[src/hw/rtl/rc4kc_pkg.sv]
package rc4kc_pkg;

    localparam int unsigned MAX_KEY_LEN = 256;
    localparam int unsigned TABLE_DEPTH = 256;
    localparam int unsigned KEY_CNT_W   = 9;
    localparam int unsigned DROP_W      = 12;

    localparam logic [KEY_CNT_W-1:0] KEY_LIMIT  = KEY_CNT_W'(MAX_KEY_LEN);
    localparam logic [DROP_W-1:0]    DROP_RESET = DROP_W'(1024);
    localparam logic [7:0]           LAST_INDEX = 8'hff;

    localparam logic REQ_KEY  = 1'b0;
    localparam logic REQ_DATA = 1'b1;

    typedef struct packed {
        logic       req_type;
        logic [7:0] byte_value;
        logic       last_flag;
    } req_t;

    typedef struct packed {
        logic [7:0] result_byte;
        logic       result_last;
    } rsp_t;

    typedef struct packed {
        logic       we;
        logic [7:0] waddr;
        logic [7:0] wdata;
        logic [7:0] raddr;
    } ram_req_t;

    typedef enum logic [3:0] {
        ST_IDLE,
        ST_FILL,
        ST_KS_RD,
        ST_KS_J,
        ST_KS_WN,
        ST_KS_WJ,
        ST_PR_RI,
        ST_PR_RJ,
        ST_PR_WI,
        ST_PR_WJ,
        ST_PR_RT,
        ST_PR_OUT
    } state_t;

endpackage

[src/hw/rtl/rc4kc_ram.sv]
module rc4kc_ram (
    input  logic                clk,
    input  rc4kc_pkg::ram_req_t req,
    output logic [7:0]          rdata
);

    logic [7:0] mem [rc4kc_pkg::TABLE_DEPTH];
    logic [7:0] rdata_reg;

    always_ff @(posedge clk)
    begin
        if (req.we)
        begin
            mem[req.waddr] <= req.wdata;
        end
        rdata_reg <= mem[req.raddr];
    end

    assign rdata = rdata_reg;

endmodule

[config.mk]
export PLATFORM = sky130hd
export DESIGN_NAME = rc4kc_ram
export DESIGN_NICKNAME = d
export VERILOG_FILES = /design/src/hw/rtl/rc4kc_pkg.sv /design/src/hw/rtl/rc4kc_ram.sv
export SDC_FILE = /design/constraint.sdc
export NUM_CORES = 2
export LEC_CHECK = 0
export BUFFER_PORTS_ARGS = -buffer_cell sky130_fd_sc_hd__buf_2
export CAP_MARGIN = 20
export CORE_MARGIN = 4
export CORE_UTILIZATION = 40
export DETAILED_ROUTE_END_ITERATION = 6
export GPL_ROUTABILITY_DRIVEN = 0
export MAX_ROUTING_LAYER = met4
export PLACE_DENSITY = 0.54
export SLEW_MARGIN = 20
export SYNTH_ARGS = -nofsm -noshare
export SYNTH_HDL_FRONTEND = slang
export SYNTH_SLANG_ARGS = --single-unit
[constraint.sdc]
create_clock -name clk -period 3.22 [get_ports clk]
set_input_delay 0.483 -clock clk [delete_from_list [all_inputs] [get_ports clk]]
set_output_delay 0.483 -clock clk [all_outputs]
set_load 0.05 [all_outputs]
==> impl_results.md <==
* Leakage power total at 29.7 nW
* Yosys cell types at 55
* Post-cts resize count at 0
* H-tree depth at 4
* Die X-Extent at about 450 um
* Overall power at between 50 and 60 mW
* Clk pin slew, worst setup/hold paths at about 0.06 ns
* Mean Syn Cell Area at 21.3 um2
* Initial antenna violation count at 12
* Max_cap viols at 0
* Port bufs at 33
* Post-synth top flop: edfxtp_1
* Crit. End Element: register
* First-pass GRT wire length at 305000 um
* Syn. warnings at 0
* Post-DP Area at 86900 um2
* Setup Buffers After CTS at 0
* Fill cells at between 15000 and 20000
* DRC at 0
* Clock power share at 0.404
* HP Class: primary input to register
* Die height at approximately 450 um
* Iter 0 DRT Violations at 4283
* Post-synth ARST share at 0
* Cells after Synth at between 3000 and 4000
* Internal power at 42.9 mW
* Die Footprint at 206000 um2
* Clock Latency Late Sink at 0.83 ns
* Placed Instances at ~6800
* Tightest Pin Transition at 1.19 ns
* Hold Crit Depth at 1
* Crit Path Max Fanout at 37
* Net Sw Frac at 0.216
* Clk Tree Root Cell: clkbuf_16
* Final core utilization at 0.471
* FF+latch count, synth at 2056
* Post-synth EDFFs at 2048
* Final nets at 4352
* Final ANT Viol Nets at 0
* Syn_nets at 3759
* Reg area at ~62000 um2
* Final Cycle Share at 0.913
* Vias in the first global route at just over 40000
* Worst vdd rail ir drop at 0.000483 V
* Mapped cell area at 79600 um2
* R2R setup slack at 0.29 ns
* Clock skew at 0.0359 ns
* Status: complete, no violations
* Design Area, Final at between 90000 and 100000 um2
* Psw at 11.8 mW
* Longest Clk Path Bufs at 3
* CP required at around 3.9 ns
* Area delta synth->final at 17.0%
* CTS Sinks at around 2000
* GRT Overall Usage at 0.212
* Combinational share of power at 0.056
* Reg-to-reg critical path startpoint: mem[48][2]$_DFFE_PP_
* Layout cell share with drive strength beyond 1 at 0.304
* Most common cell after layout, fill and taps aside: edfxtp_1
* Most frequent cells in the layout: edfxtp_1, buf_4, mux4_2, nor2_1, clkbuf_16
* Power Dens Cells at slightly below 600 nW/um2
* Total Wirelength at 212000 um
* Crit start category: primary input
* CTS tree: built
* Pin count of the biggest net entering global routing at between 100 and 150
* TritonCTS buffer count at 205
* Area of the multi-input gates at around 17000 um2
* Sequential-to-total area share from yosys stat at 0.775
* Core Area at about 200000 um2
* Rel. slew slack at 0.200
* Seq pwr share at 0.540
* Initial Utilization at 0.403
* Final Hold Fails at 0
* Fin cells at 7128
* Core Rows at about 160
* GR Overflow Total at 0
* Total number of vias at 40024
* R2R cell count at 7
* Routed length per instance at 29.7 um
* RSZ-0062 raised after global routing: no
* Max reg flops at 2048
* I/O pins at 34
* Worst Path Class, Setup: primary input to register
* Crit path DAT at 3.62 ns
* Hold Path Origin: req[15]
* FF-to-FF End: rdata[2]$_DFF_P_
* Via density at about 5.6
* Min Tclk post-route at 2.94 ns
* Final setup vio count at 0
* Fin. max-slew vios at 0
* Worst Hold Path EP: mem[184][7]$_DFFE_PP_
* Post-DP HPWL at 135000 um
* Pre-Repair DR Iteration Count at 5
* FMAX at ~340 MHz
-- per-stage QoR --
stage	setup slack, ns	setup TNS [ns]	hold slack (ns)
after CTS	0.345	0	0.0565
final	0.279	0	0.105
after detailed placement	-0.498	-1.25	0.771
after global routing	0.284	0	0.0860
after global placement	-1.27	-3.93	0.766
after floorplan	0.799	0	0.582
-- power by group through the flow --
| stage | clock network [mW] | logic, mW | registers (mW) |
|---|---|---|---|
| 2_1_floorplan | 0 | 1.43 | 30.2 |
| 3_3_place_gp | 0 | 3.10 | 30.1 |
| 3_5_place_dp | 0 | 3.12 | 30.1 |
| 4_1_cts | 22.6 | 3.13 | 29.6 |
| 5_1_grt | 23.7 | 3.26 | 29.5 |
| 6_report | 22.1 | 3.08 | 29.6 |
-- per-layer routing --
metal	part of all wire	GRT usage	vias to the layer above
li1	-	-	16894
met1	0.43	0.297	21472
met2	0.48	0.330	1360
met3	0.061	0.0334	298
met4	0.022	0.0482	0
met5	0	-	-
-- cell usage after synthesis (all sizes together) (2+ instances only) --
master      n  area [um2]
edfxtp   2048       61500
mux4      456       10300
nor2      282        1060
mux2i     134        1340
a22oi     133         998
buf       122        1030
clkbuf    111         417
a21oi      96         480
o221ai     47         418
nand3      34         170
nand2      33         124
nor2b      31         194
o22ai      28         175
nor4       27         188
nor3       22         110
a211oi     16         120
a221oi     14         129
o21ai      12        60.1
nand4      10        62.6
o211ai     10        75.1
a22o        8        70.1
dfxtp       8         160
nand2b      8        50.1
and2        6        37.5
a2111oi     5        52.6
o22a        5        43.8
o32ai       5        51.3
or2         4        25.0
a311oi      2        17.5
a31oi       2        12.5
and3b       2        17.5
nand3b      2        15.0
-- critical path, cell delays in order --
cell and delay, ns:
buf_8 0.23, buf_12 0.23, buf_12 0.26, buf_4 0.22, buf_4 0.14, mux4_2 0.29
a22oi_1 0.28, a21oi_1 0.16, nor4_1 0.89, buf_4 0.25, nor4_2 0.04
-- how the worst max path moves through the flow --
stage	start	endpoint	cells after the start
2_1_floorplan	req[0]	rdata[2]$_DFF_P_	9
3_3_place_gp	req[2]	rdata[4]$_DFF_P_	10
3_5_place_dp	req[1]	rdata[2]$_DFF_P_	11
4_1_cts	mem[101][0]$_DFFE_PP_	rdata[0]$_DFF_P_	8
5_1_grt	req[1]	rdata[2]$_DFF_P_	11
6_report	req[1]	rdata[2]$_DFF_P_	11
-- cells by family after synthesis --
kind of cell / after synthesis / synth area share
muxes: 591 / 0.146
buffers and inverters: 235 / 0.0183
DFF: 2056 / 0.775
and+or+nand+nor: 466 / 0.0263
AOI/OAI and AO/OA: 385 / 0.0342
-- repair_timing --
item	CTS	global route
endpoints found under the hold margin	11	0
setup endpoints to repair	0	0
hold buffers	1	0
-- area by class of cell --
| cell class | count | share of cell area |
|---|---|---|
| Sequential cell | 2056 | 0.663 |
| Clock buffer | 267 | 0.0584 |
| Inverter | 2 | 0.0000807 |
| Antenna cell | 5 | 0.000134 |
| Multi-Input combinational cell | 1442 | 0.178 |
| Clock inverter | 97 | 0.00709 |
| Timing Repair Buffer | 619 | 0.0581 |
| Tap cell | 2640 | 0.0355 |
Power figures use the tool's default switching activity.
