$ cat config.mk
export PLATFORM = sky130hd
export DESIGN_NAME = rc4kc_seq
export DESIGN_NICKNAME = d
export VERILOG_FILES = /design/src/hw/rtl/rc4kc_pkg.sv /design/src/hw/rtl/rc4kc_seq.sv
export SDC_FILE = /design/constraint.sdc
export NUM_CORES = 1
export LEC_CHECK = 0
export BUFFER_PORTS_ARGS = -buffer_cell sky130_fd_sc_hd__buf_4
export CORE_MARGIN = 4
export CORE_UTILIZATION = 51
export DETAILED_ROUTE_END_ITERATION = 10
export PLACE_DENSITY = 0.83
export SKIP_CTS_REPAIR_TIMING = 1
export SKIP_LAST_GASP = 1
export SYNTH_ARGS = -nofsm -noshare
export SYNTH_HDL_FRONTEND = slang
export SYNTH_SLANG_ARGS = --single-unit
$ cat constraint.sdc
create_clock -name clk -period 3.75 [get_ports clk]
set_input_delay 0.375 -clock clk [delete_from_list [all_inputs] [get_ports clk]]
set_output_delay 0.375 -clock clk [all_outputs]
set_load 0.005 [all_outputs]
$ cat src/hw/rtl/rc4kc_pkg.sv
package rc4kc_pkg;

    localparam int unsigned MAX_KEY_LEN = 256;
    localparam int unsigned TABLE_DEPTH = 256;
    localparam int unsigned KEY_CNT_W   = 9;
    localparam int unsigned DROP_W      = 12;

    localparam logic [KEY_CNT_W-1:0] KEY_LIMIT  = KEY_CNT_W'(MAX_KEY_LEN);
    localparam logic [DROP_W-1:0]    DROP_RESET = DROP_W'(1024);
    localparam logic [7:0]           LAST_INDEX = 8'hff;

    localparam logic REQ_KEY  = 1'b0;
    localparam logic REQ_DATA = 1'b1;

    typedef struct packed {
        logic       req_type;
        logic [7:0] byte_value;
        logic       last_flag;
    } req_t;

    typedef struct packed {
        logic [7:0] result_byte;
        logic       result_last;
    } rsp_t;

    typedef struct packed {
        logic       we;
        logic [7:0] waddr;
        logic [7:0] wdata;
        logic [7:0] raddr;
    } ram_req_t;

    typedef enum logic [3:0] {
        ST_IDLE,
        ST_FILL,
        ST_KS_RD,
        ST_KS_J,
        ST_KS_WN,
        ST_KS_WJ,
        ST_PR_RI,
        ST_PR_RJ,
        ST_PR_WI,
        ST_PR_WJ,
        ST_PR_RT,
        ST_PR_OUT
    } state_t;

endpackage

$ cat src/hw/rtl/rc4kc_seq.sv
module rc4kc_seq (
    input  logic                                  clk,
    input  logic                                  rst_n,
    input  logic                                  req_valid,
    output logic                                  req_ready,
    input  rc4kc_pkg::req_t                       req_data,
    output logic                                  rsp_valid,
    input  logic                                  rsp_ready,
    output rc4kc_pkg::rsp_t                       rsp_data,
    input  logic                                  drop_count_we,
    input  logic [rc4kc_pkg::DROP_W-1:0]          drop_count,
    output rc4kc_pkg::ram_req_t                   s_req,
    input  logic [7:0]                            s_rdata,
    output rc4kc_pkg::ram_req_t                   k_req,
    input  logic [7:0]                            k_rdata
);

    rc4kc_pkg::state_t state_reg, state_next;

    logic [7:0]                         i_reg, i_next;
    logic [7:0]                         j_reg, j_next;
    logic [7:0]                         a_reg, a_next;
    logic [7:0]                         b_reg, b_next;
    logic [7:0]                         k_reg, k_next;
    logic [rc4kc_pkg::KEY_CNT_W-1:0]    len_reg, len_next;
    logic [rc4kc_pkg::KEY_CNT_W-1:0]    key_count_reg, key_count_next;
    logic [rc4kc_pkg::DROP_W-1:0]       drop_count_reg, drop_count_next;
    logic [rc4kc_pkg::DROP_W-1:0]       drop_left_reg, drop_left_next;
    logic                               dropping_reg, dropping_next;
    logic [7:0]                         byte_reg, byte_next;
    logic                               last_reg, last_next;
    logic                               rsp_valid_reg, rsp_valid_next;
    rc4kc_pkg::rsp_t                    rsp_data_reg, rsp_data_next;

    logic [7:0]                         add_x, add_y, add_z, add_sum;
    logic [rc4kc_pkg::KEY_CNT_W-1:0]    key_count_inc;
    logic [rc4kc_pkg::KEY_CNT_W-1:0]    k_inc;
    logic                               accept;
    logic                               out_free;

    assign add_sum  = add_x + add_y + add_z;
    assign accept   = req_valid && (state_reg == rc4kc_pkg::ST_IDLE);
    assign out_free = !rsp_valid_reg || rsp_ready;
    assign key_count_inc = key_count_reg + rc4kc_pkg::KEY_CNT_W'(1);
    assign k_inc         = {1'b0, k_reg} + rc4kc_pkg::KEY_CNT_W'(1);

    always_comb
    begin
        state_next = state_reg;
        unique case (state_reg)
            rc4kc_pkg::ST_IDLE:
            begin
                if (req_valid)
                begin
                    if (req_data.req_type == rc4kc_pkg::REQ_DATA)
                    begin
                        state_next = rc4kc_pkg::ST_PR_RI;
                    end
                    else if (req_data.last_flag)
                    begin
                        state_next = rc4kc_pkg::ST_FILL;
                    end
                end
            end
            rc4kc_pkg::ST_FILL:
            begin
                if (i_reg == rc4kc_pkg::LAST_INDEX)
                begin
                    state_next = rc4kc_pkg::ST_KS_RD;
                end
            end
            rc4kc_pkg::ST_KS_RD: state_next = rc4kc_pkg::ST_KS_J;
            rc4kc_pkg::ST_KS_J:  state_next = rc4kc_pkg::ST_KS_WN;
            rc4kc_pkg::ST_KS_WN: state_next = rc4kc_pkg::ST_KS_WJ;
            rc4kc_pkg::ST_KS_WJ:
            begin
                if (i_reg != rc4kc_pkg::LAST_INDEX)
                begin
                    state_next = rc4kc_pkg::ST_KS_RD;
                end
                else if (drop_count_reg == '0)
                begin
                    state_next = rc4kc_pkg::ST_IDLE;
                end
                else
                begin
                    state_next = rc4kc_pkg::ST_PR_RI;
                end
            end
            rc4kc_pkg::ST_PR_RI: state_next = rc4kc_pkg::ST_PR_RJ;
            rc4kc_pkg::ST_PR_RJ: state_next = rc4kc_pkg::ST_PR_WI;
            rc4kc_pkg::ST_PR_WI: state_next = rc4kc_pkg::ST_PR_WJ;
            rc4kc_pkg::ST_PR_WJ:
            begin
                if (!dropping_reg)
                begin
                    state_next = rc4kc_pkg::ST_PR_RT;
                end
                else if (drop_left_reg == rc4kc_pkg::DROP_W'(1))
                begin
                    state_next = rc4kc_pkg::ST_IDLE;
                end
                else
                begin
                    state_next = rc4kc_pkg::ST_PR_RI;
                end
            end
            rc4kc_pkg::ST_PR_RT: state_next = rc4kc_pkg::ST_PR_OUT;
            rc4kc_pkg::ST_PR_OUT:
            begin
                if (out_free)
                begin
                    state_next = rc4kc_pkg::ST_IDLE;
                end
            end
            default: state_next = rc4kc_pkg::ST_IDLE;
        endcase
    end

    always_comb
    begin
        i_next          = i_reg;
        j_next          = j_reg;
        a_next          = a_reg;
        b_next          = b_reg;
        k_next          = k_reg;
        len_next        = len_reg;
        key_count_next  = key_count_reg;
        drop_left_next  = drop_left_reg;
        dropping_next   = dropping_reg;
        byte_next       = byte_reg;
        last_next       = last_reg;
        rsp_data_next   = rsp_data_reg;
        rsp_valid_next  = rsp_valid_reg && !rsp_ready;
        drop_count_next = drop_count_we ? drop_count : drop_count_reg;
        s_req           = '0;
        k_req           = '0;
        add_x           = '0;
        add_y           = '0;
        add_z           = '0;
        req_ready       = (state_reg == rc4kc_pkg::ST_IDLE);

        unique case (state_reg)
            rc4kc_pkg::ST_IDLE:
            begin
                if (accept && req_data.req_type == rc4kc_pkg::REQ_KEY)
                begin
                    if (key_count_reg < rc4kc_pkg::KEY_LIMIT)
                    begin
                        k_req.we       = 1'b1;
                        k_req.waddr    = key_count_reg[7:0];
                        k_req.wdata    = req_data.byte_value;
                        key_count_next = key_count_inc;
                    end
                    if (req_data.last_flag)
                    begin
                        len_next       = (key_count_reg < rc4kc_pkg::KEY_LIMIT) ?
                                         key_count_inc : key_count_reg;
                        key_count_next = '0;
                        i_next         = '0;
                        j_next         = '0;
                        k_next         = '0;
                    end
                end
                else if (accept)
                begin
                    byte_next     = req_data.byte_value;
                    last_next     = req_data.last_flag;
                    dropping_next = 1'b0;
                end
            end
            rc4kc_pkg::ST_FILL:
            begin
                s_req.we    = 1'b1;
                s_req.waddr = i_reg;
                s_req.wdata = i_reg;
                i_next      = i_reg + 8'd1;
            end
            rc4kc_pkg::ST_KS_RD:
            begin
                s_req.raddr = i_reg;
                k_req.raddr = k_reg;
            end
            rc4kc_pkg::ST_KS_J:
            begin
                add_x       = j_reg;
                add_y       = s_rdata;
                add_z       = k_rdata;
                j_next      = add_sum;
                a_next      = s_rdata;
                s_req.raddr = add_sum;
            end
            rc4kc_pkg::ST_KS_WN:
            begin
                s_req.we    = 1'b1;
                s_req.waddr = i_reg;
                s_req.wdata = s_rdata;
            end
            rc4kc_pkg::ST_KS_WJ:
            begin
                s_req.we    = 1'b1;
                s_req.waddr = j_reg;
                s_req.wdata = a_reg;
                i_next      = i_reg + 8'd1;
                k_next      = (k_inc >= len_reg) ? 8'd0 : k_inc[7:0];
                if (i_reg == rc4kc_pkg::LAST_INDEX)
                begin
                    j_next         = '0;
                    drop_left_next = drop_count_reg;
                    dropping_next  = 1'b1;
                end
            end
            rc4kc_pkg::ST_PR_RI:
            begin
                add_x       = i_reg;
                add_y       = 8'd1;
                i_next      = add_sum;
                s_req.raddr = add_sum;
            end
            rc4kc_pkg::ST_PR_RJ:
            begin
                add_x       = j_reg;
                add_y       = s_rdata;
                j_next      = add_sum;
                a_next      = s_rdata;
                s_req.raddr = add_sum;
            end
            rc4kc_pkg::ST_PR_WI:
            begin
                s_req.we    = 1'b1;
                s_req.waddr = i_reg;
                s_req.wdata = s_rdata;
                b_next      = s_rdata;
            end
            rc4kc_pkg::ST_PR_WJ:
            begin
                s_req.we    = 1'b1;
                s_req.waddr = j_reg;
                s_req.wdata = a_reg;
                if (dropping_reg)
                begin
                    drop_left_next = drop_left_reg - rc4kc_pkg::DROP_W'(1);
                end
            end
            rc4kc_pkg::ST_PR_RT:
            begin
                add_x       = a_reg;
                add_y       = b_reg;
                s_req.raddr = add_sum;
            end
            rc4kc_pkg::ST_PR_OUT:
            begin
                // hold the read address so the keystream byte stays put while stalled
                add_x       = a_reg;
                add_y       = b_reg;
                s_req.raddr = add_sum;
                if (out_free)
                begin
                    rsp_valid_next            = 1'b1;
                    rsp_data_next.result_byte = byte_reg ^ s_rdata;
                    rsp_data_next.result_last = last_reg;
                end
            end
            default:
            begin
                req_ready = 1'b0;
            end
        endcase
    end

    always_ff @(posedge clk or negedge rst_n)
    begin
        if (!rst_n)
        begin
            state_reg      <= rc4kc_pkg::ST_IDLE;
            i_reg          <= '0;
            j_reg          <= '0;
            key_count_reg  <= '0;
            drop_count_reg <= rc4kc_pkg::DROP_RESET;
            dropping_reg   <= 1'b0;
            rsp_valid_reg  <= 1'b0;
        end
        else
        begin
            state_reg      <= state_next;
            i_reg          <= i_next;
            j_reg          <= j_next;
            key_count_reg  <= key_count_next;
            drop_count_reg <= drop_count_next;
            dropping_reg   <= dropping_next;
            rsp_valid_reg  <= rsp_valid_next;
        end
    end

    always_ff @(posedge clk)
    begin
        a_reg         <= a_next;
        b_reg         <= b_next;
        k_reg         <= k_next;
        len_reg       <= len_next;
        drop_left_reg <= drop_left_next;
        byte_reg      <= byte_next;
        last_reg      <= last_next;
        rsp_data_reg  <= rsp_data_next;
    end

    assign rsp_valid = rsp_valid_reg;
    assign rsp_data  = rsp_data_reg;

endmodule

==> results.json <==
{
  "num-fill-cells": 839,
  "h-tree-depth": 3,
  "dieArea_mm2": 0.01372,
  "path_cells": "buf_4 > nor4bb_2 > buf_4 > nand2_1 > fa_1 > inv_2 > ha_4 > fa_2 > a21oi_2 > nor2_2 > o21ai_2 > a21oi_2 > xnor3_1 > o21ai_1 > buf_4",
  "ios": 104,
  "antennaDiodeCount": 0,
  "whs_ns": 0.01474,
  "dieHeight_um": 117.2,
  "numPortBuffers": 103,
  "relSlewSlack_pct": 22.84,
  "start_kind": "register",
  "path_buf_inv": 4,
  "fmax_mhz": 260.6,
  "grt_pass1_vias": 4957,
  "syn2layout_area_growth_pct": 26.92,
  "setup_violations": 3,
  "worstMarginPinSlew_ns": 1.149,
  "min_path_type": "primary input to asynchronous set/reset pin",
  "synth_edf_count": 63,
  "end_kind": "output pin",
  "fin_area_mm2": 0.007711,
  "status": "complete, but fails checks",
  "cp_max_fo": 4,
  "ys_seq_elements": 106,
  "dr_total_vias": 5121,
  "cts_tree": "yes",
  "required_ns": 3.38,
  "track_usage_pct": 24.59,
  "clock_latency_ns": 0.36,
  "crit_path_top_delay_cell": "fa_1",
  "hold_viol": 0,
  "dp.cells": 822,
  "drt-wirelength-per-cell_um": 19.84,
  "path_class": "register to output pin",
  "max_stage_delay_ns": 0.56,
  "worst_slack_ns": -0.08785,
  "placed_area_mm2": 0.007112,
  "ys_warn_count": 0,
  "cts_buffers": 9,
  "die_x_um": 117.2,
  "cts_sinks": 106,
  "routed_wirelength_um": 16940,
  "drc": 0,
  "fin_nets": 778,
  "leakagePower_nw": 3.368,
  "cpMostUsedCell": "buf_4",
  "cts-root-buf": "clkbuf_16",
  "p_total_w": 0.002404,
  "grt_pass1_wl_um": 25580,
  "slew_violations": 0,
  "rows": 39,
  "rsz0062_at_grt": "true",
  "clockBufferDepth": 2,
  "min_period_ns": 3.838,
  "start_util_pct": 52.76,
  "dp_hpwl_um": 12040,
  "cap_viol_max_count": 0,
  "yosysSeqAreaShare_pct": 48.87,
  "drive_gt1_share_pct": 31.08,
  "ant_nets": 0,
  "finalCritPeriodShare_pct": 102.3,
  "async_reset_ff_share_pct": 40.57,
  "synthFlopType": "edfxtp_1",
  "layoutNonFillerInstCount": 854,
  "syn_area_mm2": 0.006076,
  "drtIter0Drc": 499,
  "arrival_ns": 3.46,
  "p_per_area_mw_per_mm2": 311.8,
  "fin_worst_skew_ns": 0.005745,
  "antenna_found_initial": 0,
  "clk_pin_slew_worst_paths_ns": 0.07,
  "gp_congestion": 0.9809,
  "crit_family": "adder cells",
  "viasPerCell": 5.996,
  "globalRouteOverflowTotal": 0,
  "synth_cell_types": 65,
  "syn_nets": 648,
  "fp.coreArea_mm2": 0.01152,
  "ir_drop_mv": 0.3505,
  "dr.pass1.iters": 5,
  "syn_inst": 576,
  "violations": "negative setup slack",
  "grt_max_degree": 44,
  "avgSynthCellArea_um2": 10.55
}
[path summary, 6_finish.rpt]
check	start	to	slack, ns	cells after the start
min in group clk	req_data[7]	byte_reg[6]$_DFFE_PP_	0.20	1
worst max register to register	state_reg[0]$_DFFE_PN0P_	i_reg[5]$_DFFE_PN0P_	0.55	15
worst min register to register	last_reg$_DFFE_PP_	rsp_data[0]$_DFFE_PP_	0.42	0
worst min-delay path	rst_n	key_count_reg[7]$_DFFE_PN0P_	0.01	1
max in group asynchronous	rst_n	state_reg[2]$_DFFE_PN0P_	3.30	1
worst max-delay path	state_reg[0]$_DFFE_PN0P_	s_req[7]	-0.09	15
[routing by layer]
metal | track usage, % | up-vias | part of all wire [%]
met5 | 0 | - | 0
met4 | 10.78 | 0 | 4.3
met3 | 6.427 | 51 | 8.0
met2 | 39.52 | 250 | 48
met1 | 31.46 | 2481 | 40
li1 | - | 2339 | -
[per-stage QoR]
step           setup slack, ns  utilization, %  TNS, ns
3_3_place_gp            0.1287           61.76        0
3_5_place_dp          0.008119           61.76        0
5_1_grt                -0.2522           66.96  -0.5690
2_1_floorplan          0.05621               -        0
4_1_cts                -0.4063           64.18   -1.112
6_report              -0.08785           66.96  -0.1098
[layout make-up]
cell class              count  area [µm²]  share of cell area, %
inverters                  40       152.6                  1.980
clock buffers               9       225.2                  2.921
well taps                 143       178.9                  2.320
multi-input cells         403        2979                  38.63
repair buffers            146        1149                  14.90
flip-flops and latches    106        2973                  38.55
clock inverters             7       53.80                 0.6977
[kinds of logic after synthesis]
kind of cell / synth area share, %
compound gates: 15.14
buf+inv: 4.510
flops: 48.87
simple gates: 16.31
fa+ha+maj: 6.960
xor+xnor: 5.828
mux: 2.389
[power breakdown]
| part | switching, W | internal (W) | total (W) | leakage, nW |
|---|---|---|---|---|
| Clock | 0.000440 | 0.000456 | 0.000897 | 0.140 |
| Combinational | 0.0000658 | 0.0000822 | 0.000148 | 2.13 |
| Sequential | 0.0000635 | 0.00130 | 0.00136 | 1.10 |
[cell usage in the layout (no fill, tap or decap), types with 6 or more instances in the layout]
cell       instances
xnor2_1           17
and3_1            24
fa_1               6
and2_1             9
a222oi_1          10
a21oi_2            7
nand2_1           46
dfrtp_1           39
clkbuf_16         10
nand3_1           13
a22oi_1            8
mux2_2            12
edfxtp_1          63
o21ai_0            7
xor2_1            18
nor3_1             9
a21oi_1           23
buf_4            140
ha_1              18
a22o_1            23
inv_1             34
nor2_1            41
o21ai_1           23
nor2b_1            9
[synthesized netlist by cell type (all sizes together), types with 3 or more instances]
master	number	area, µm²
nor3	12	75.07
nor2	45	171.4
nor2b	10	70.06
and2	10	62.56
clkbuf	12	45.04
a22oi	9	67.56
a21oi	30	150.1
o21ai	31	155.2
o21bai	4	30.03
a222oi	10	100.1
or2	4	25.03
a21o	4	30.03
buf	15	78.82
or3	3	23.77
ha	21	262.8
mux2	12	135.1
nand3	13	65.06
xor2	18	157.7
dfrtp	42	1051
xnor2	19	173.9
o31ai	4	30.03
and3	24	150.1
nand3b	3	22.52
inv	39	146.4
edfxtp	63	1892
fa	8	160.2
nor4	5	46.29
nand2	49	186.4
a22o	23	201.4
nand2b	5	31.28
Note: power is estimated with default switching activity, not from simulation.
